--- src/rtl/core/gopd_pkg.sv ---
// Shared types and constants for the glyph outline point decoder.
// Used by gopd_ctrl, gopd_dp and the top level; depends on nothing.
package gopd_pkg;

    localparam int MaxPoints   = 256;
    localparam int MaxContours = 32;
    localparam int PtW  = $clog2(MaxPoints);
    localparam int CtW  = $clog2(MaxContours);

    localparam logic [1:0] OP_BYTE    = 2'd0;
    localparam logic [1:0] OP_FETCH   = 2'd1;
    localparam logic [1:0] OP_RESTART = 2'd2;

    localparam logic [2:0] ST_ACCEPT = 3'd0;
    localparam logic [2:0] ST_DONE   = 3'd1;
    localparam logic [2:0] ST_POINT  = 3'd2;
    localparam logic [2:0] ST_UNSUP  = 3'd3;
    localparam logic [2:0] ST_OVF    = 3'd4;
    localparam logic [2:0] ST_MISUSE = 3'd5;

    typedef enum logic [3:0] {
        PH_HDR, PH_ENDS, PH_INSLEN, PH_INSTR, PH_FLAGS, PH_FLAGREP,
        PH_X, PH_Y, PH_DONE, PH_ERR_UNSUP, PH_ERR_OVF
    } phase_t;

    typedef enum logic [3:0] {
        CMD_NONE, CMD_BYTE, CMD_XY_LATCH, CMD_XY_PROC, CMD_REP_STEP, CMD_FLAG_END,
        CMD_SET_ADV, CMD_SET_CHK, CMD_FETCH_OUT, CMD_RESTART, CMD_MISUSE, CMD_EMIT
    } cmd_t;

    typedef struct packed {
        phase_t phase;
        logic   at_end;
        logic   need_settle;
        logic   rep_go;
        logic   fetch_ok;
    } dp_stat_t;

endpackage

--- src/rtl/core/gopd_ctrl.sv ---
// Sequencer of the glyph outline point decoder: takes words, steps the
// datapath through each one and hands the result to the output register.
// Depends on gopd_pkg.
module gopd_ctrl
    import gopd_pkg::*;
(
    input  logic     clk,
    input  logic     rst_n,
    input  logic     in_valid,
    output logic     in_ready,
    input  logic [1:0] op,
    output logic     out_valid,
    input  logic     out_ready,
    input  dp_stat_t stat,
    output cmd_t     cmd
);

    typedef enum logic [2:0] {
        S_IDLE, S_XY_PROC, S_REP, S_SET_RD, S_SET_CHK, S_FETCH_OUT, S_OUT
    } state_t;

    state_t state_reg, state_next;
    logic   out_valid_reg, out_valid_next;

    assign in_ready  = (state_reg == S_IDLE);
    assign out_valid = out_valid_reg;

    always_comb
    begin
        cmd        = CMD_NONE;
        state_next = state_reg;
        unique case (state_reg)
            S_IDLE:
            begin
                if (in_valid)
                begin
                    priority if (op == OP_RESTART)
                    begin
                        cmd        = CMD_RESTART;
                        state_next = S_OUT;
                    end
                    else if (op == OP_FETCH)
                    begin
                        if (stat.fetch_ok)
                        begin
                            state_next = S_FETCH_OUT;
                        end
                        else
                        begin
                            cmd        = CMD_MISUSE;
                            state_next = S_OUT;
                        end
                    end
                    else if (op == OP_BYTE)
                    begin
                        if (stat.phase == PH_X || stat.phase == PH_Y)
                        begin
                            cmd        = CMD_XY_LATCH;
                            state_next = S_XY_PROC;
                        end
                        else
                        begin
                            cmd        = CMD_BYTE;
                            state_next = (stat.phase == PH_FLAGREP) ? S_REP : S_SET_RD;
                        end
                    end
                    else
                    begin
                        cmd        = CMD_MISUSE;
                        state_next = S_OUT;
                    end
                end
            end
            S_XY_PROC:
            begin
                cmd        = CMD_XY_PROC;
                state_next = S_SET_RD;
            end
            S_REP:
            begin
                if (stat.rep_go)
                begin
                    cmd = CMD_REP_STEP;
                end
                else
                begin
                    cmd        = CMD_FLAG_END;
                    state_next = S_SET_RD;
                end
            end
            S_SET_RD:
            begin
                // Flag memory output is registered, so it is valid in the cycle after the cursor settles.
                priority if (!stat.need_settle)
                begin
                    state_next = S_OUT;
                end
                else if (stat.at_end)
                begin
                    cmd = CMD_SET_ADV;
                end
                else
                begin
                    state_next = S_SET_CHK;
                end
            end
            S_SET_CHK:
            begin
                cmd        = CMD_SET_CHK;
                state_next = S_SET_RD;
            end
            S_FETCH_OUT:
            begin
                cmd        = CMD_FETCH_OUT;
                state_next = S_OUT;
            end
            S_OUT:
            begin
                if (!out_valid_reg || out_ready)
                begin
                    cmd        = CMD_EMIT;
                    state_next = S_IDLE;
                end
            end
            default:
            begin
                state_next = S_IDLE;
            end
        endcase
    end

    always_comb
    begin
        if (cmd == CMD_EMIT)
        begin
            out_valid_next = 1'b1;
        end
        else if (out_ready)
        begin
            out_valid_next = 1'b0;
        end
        else
        begin
            out_valid_next = out_valid_reg;
        end
    end

    always_ff @(posedge clk or negedge rst_n)
    begin
        if (!rst_n)
        begin
            state_reg     <= S_IDLE;
            out_valid_reg <= 1'b0;
        end
        else
        begin
            state_reg     <= state_next;
            out_valid_reg <= out_valid_next;
        end
    end

endmodule

--- config.mk ---
export PLATFORM = sky130hd
export DESIGN_NAME = gopd_ctrl
export DESIGN_NICKNAME = d
export VERILOG_FILES = /design/src/rtl/core/gopd_pkg.sv /design/src/rtl/core/gopd_ctrl.sv
export SDC_FILE = /design/constraint.sdc
export NUM_CORES = 1
export LEC_CHECK = 0
export BUFFER_PORTS_ARGS = -buffer_cell sky130_fd_sc_hd__buf_4
export CAP_MARGIN = 20
export CORE_MARGIN = 10
export CORE_UTILIZATION = 35
export DETAILED_ROUTE_END_ITERATION = 7
export GPL_ROUTABILITY_DRIVEN = 0
export HOLD_SLACK_MARGIN = 0.02
export PLACE_DENSITY = 0.65
export SYNTH_ARGS = -nofsm -noshare
export SYNTH_HDL_FRONTEND = slang
export SYNTH_SLANG_ARGS = --single-unit
--- constraint.sdc ---
create_clock -name clk -period 1.8 [get_ports clk]
set_clock_uncertainty 0.1 [all_clocks]
set_input_delay 0.45 -clock clk [delete_from_list [all_inputs] [get_ports clk]]
set_output_delay 0.45 -clock clk [all_outputs]
set_load 0.02 [all_outputs]
==> impl_metrics.csv <==
group,metric,value,unit
outcome,status,"finished, violations left",
outcome,violations,"negative setup slack",
sta,fmax,505,MHz
placement,dpl_cell_area,681,sq um
yosys,syn_nets,71,
final_layout,nets,109,
sta,setup_ws,-0.180,ns
yosys,ys_ff_latch,4,
min_path,hp-class,"in -> async",
power_and_ir_drop,netSwitchingPower,552,uW
floorplanning,fp-row-count,13,
placement,dpl.hpwl,1.18,mm
placement,portBuffers,19,
clock_tree,cts_tree,"built",
clock_tree,worstSkewPairLatency,0.23,ns
final_layout,drive_gt1_frac,0.527,
yosys,postSynthCellCount,57,
yosys,synth_cell_types,32,
sta,fin_crit_sh,1.10,
run,max-cap-violations,0,
floorplanning,fp.dieW,56.5,microns
drt,drtAntennaViolNets,0,
worst_setup_path,critPathLaunch,"state_reg[1]",
sta,min_period,1.98,ns
placement,dp.cells,98,
floorplanning,initial_core_util,0.362,
drt,vias,587,
power_and_ir_drop,power_leakage,0.406,nW
sta,maxSlewViolCount,0,
drt,wl_per_cell,15.1,microns
final_layout,postLayoutCellArea,852,sq um
drt,drtIter0Drc,11,
sta,timing_hold_violations_final,0,
worst_setup_path,worst_r2r_endpoint,"state_reg[0]",
yosys,syn_area,465,sq um
worst_setup_path,r2r_slack,0.32,ns
power_and_ir_drop,seq_power_share,0.126,
clock_tree,path_clk_slew,0.04,ns
grt,grt_pass1_vias,592,
yosys,synth_seq_area_share,0.215,
sta,maxSlewHeadroom,0.823,
drt,viasPerCell,5.44,
final_layout,largest_reg_flops,3,
floorplanning,core_area,0.00128,sq mm
clock_tree,cts-root-buf,"clkbuf_4",
sta,setup_viol,5,
yosys,ys.flop_type,"dfrtp_1",
clock_tree,cts_buffers,3,
worst_setup_path,worstSetupStartpointType,"flop",
final_layout,area_delta_synth_final,83.1,%
grt,grt_pass1_wl,2.67,mm
floorplanning,dieArea,0.00319,sq mm
worst_setup_path,cp_max_fo,3,
worst_setup_path,r2r_cells,5,
clock_tree,h-tree-depth,1,
sta,rsz0062_at_grt,"yes",
grt,grt.overflow.total,0,
yosys,yosys_warnings,0,
worst_setup_path,rr_startpoint,"state_reg[0]",
final_layout,diodes,0,
worst_setup_path,worstPathArrival,1.43,ns
power_and_ir_drop,comb_power_share,0.787,
yosys,synth_area_leader_cell,"dfrtp_1",
power_and_ir_drop,switching_share,0.440,
power_and_ir_drop,pwr-share-clk,0.088,
clock_tree,clock_path_buffers,2,
floorplanning,die_y,56.5,microns
yosys,synth-edff-count,0,
worst_setup_path,critPathKind,"reg -> out",
power_and_ir_drop,powerDensity,1470,mW/mm^2
yosys,async_flop_share,1.00,
grt,grtUsageTotal,0.100,
yosys,yosysMostFrequentCell,"nand2_1",
floorplanning,io_pins,20,
drt,drt_wl_total,1.63,mm
power_and_ir_drop,intPower,704,uW
yosys,synth_area_leaders,"dfrtp_1, nor2b_1, mux2i_1",
sta,max_slew.worst_pin.slew,0.262,ns
yosys,synthTopCellsByCount,"nand2_1, dfrtp_1, nor2b_1, o21ai_0, inv_1",
grt,grt_max_degree,8,
final_layout,instances_no_fill,108,
drt,drc,0,
worst_setup_path,critical_path_required,1.25,ns
worst_setup_path,endpoint_kind,"output port",
clock_tree,clock_sinks,4,
grt,antenna_found_initial,0,
yosys,synth_top_area_share,0.215,
power_and_ir_drop,ir_worst_vdd,799,uV
yosys,syn_avg_cell_area,8.17,sq um
drt,drt_first_pass_iters,4,
-- routing by layer --
metal	wire, microns	part of all wire	track usage	vias up
li1	-	-	-	289
met1	669	0.41	0.114	268
met2	790	0.49	0.163	30
met3	168	0.10	0.0562	0
met4	0	0	0.0103	0
met5	0	0	0	-
-- worst max-delay path by stage --
stage	endpoint	slack (ns)	cells after the start
6_report	cmd[1]	-0.18	5
5_1_grt	cmd[1]	-0.27	5
4_1_cts	cmd[1]	-0.19	5
3_5_place_dp	cmd[0]	-0.19	5
3_3_place_gp	cmd[0]	-0.17	5
2_1_floorplan	cmd[1]	0.009	5
-- cells in the final DEF (no fill, tap or decap) --
| master | instances |
|---|---|
| o211a_1 | 2 |
| inv_1 | 3 |
| a41oi_1 | 1 |
| nor3_2 | 1 |
| o211ai_1 | 2 |
| or3_4 | 1 |
| nand2_1 | 5 |
| xnor2_1 | 1 |
| o21ai_0 | 3 |
| or2_1 | 1 |
| nand4_1 | 2 |
| nor2b_4 | 3 |
| nand4bb_1 | 1 |
| buf_6 | 6 |
| and2_1 | 1 |
| nand3b_1 | 2 |
| nor2_4 | 1 |
| dfrtp_1 | 4 |
| nand2b_1 | 1 |
| mux2i_1 | 2 |
| a211oi_2 | 1 |
| nor4bb_1 | 1 |
| dlygate4sd3_1 | 1 |
| a21oi_2 | 1 |
| clkinv_4 | 1 |
| o221a_1 | 1 |
| a31oi_1 | 2 |
| nor4bb_4 | 1 |
| nor3b_1 | 1 |
| o31ai_1 | 1 |
| o21ai_1 | 1 |
| nor2b_1 | 1 |
| clkbuf_4 | 3 |
| o2111ai_4 | 1 |
| a211oi_1 | 1 |
| nor2_1 | 1 |
| a21oi_1 | 1 |
| buf_4 | 29 |
| and3b_1 | 1 |
-- critical path: stages, from the launching register on --
cell,delay [ns]
dfrtp_1,0.37
or3_4,0.42
clkinv_4,0.07
o2111ai_4,0.09
nand4_1,0.12
buf_6,0.12
-- logic make-up (layout without fill, tap and decap cells) --
family          count (synthesis)  count (layout)  synth area share
simple gates                   25              25             0.347
buf+inv                         7              43            0.0887
xor+xnor                        1               1            0.0188
mux                             2               2            0.0430
flops                           4               4             0.215
compound gates                 18              18             0.288
-- repair_timing --
item	CTS	global route
gates resized for setup	18	3
pin swaps	8	3
buffers inserted	6	2
setup endpoints to repair	5	5
endpoints found under the hold margin	4	0
hold buffers	1	0
-- through the flow --
stage	utilization	setup TNS (ns)	worst slack, ns	hold slack [ns]	power, mW
after floorplan	-	0	0.00858	0.0544	0.643
after global placement	0.530	-0.291	-0.167	0.145	0.919
after detailed placement	0.530	-0.323	-0.186	0.147	0.925
after CTS	0.647	-0.525	-0.189	0.442	1.22
after global routing	0.663	-0.903	-0.269	0.463	1.35
final	0.663	-0.512	-0.180	0.462	1.26
-- final cells by class --
| type | count | area, sq um |
|---|---|---|
| clock buffer | 3 | 22.5 |
| fill | 113 | 433 |
| inverter | 4 | 20.0 |
| multi-input combinational | 46 | 395 |
| sequential | 4 | 100 |
| tap | 15 | 18.8 |
| timing repair buffer | 36 | 295 |
-- power groups by stage --
stage | Combinational, mW | Sequential (mW) | Clock, mW
after global routing | 1.06 | 0.161 | 0.129
after detailed placement | 0.771 | 0.153 | 0
after global placement | 0.767 | 0.152 | 0
final | 0.988 | 0.158 | 0.110
after floorplan | 0.482 | 0.161 | 0
after CTS | 0.944 | 0.157 | 0.117
Power figures use the tool's default switching activity.
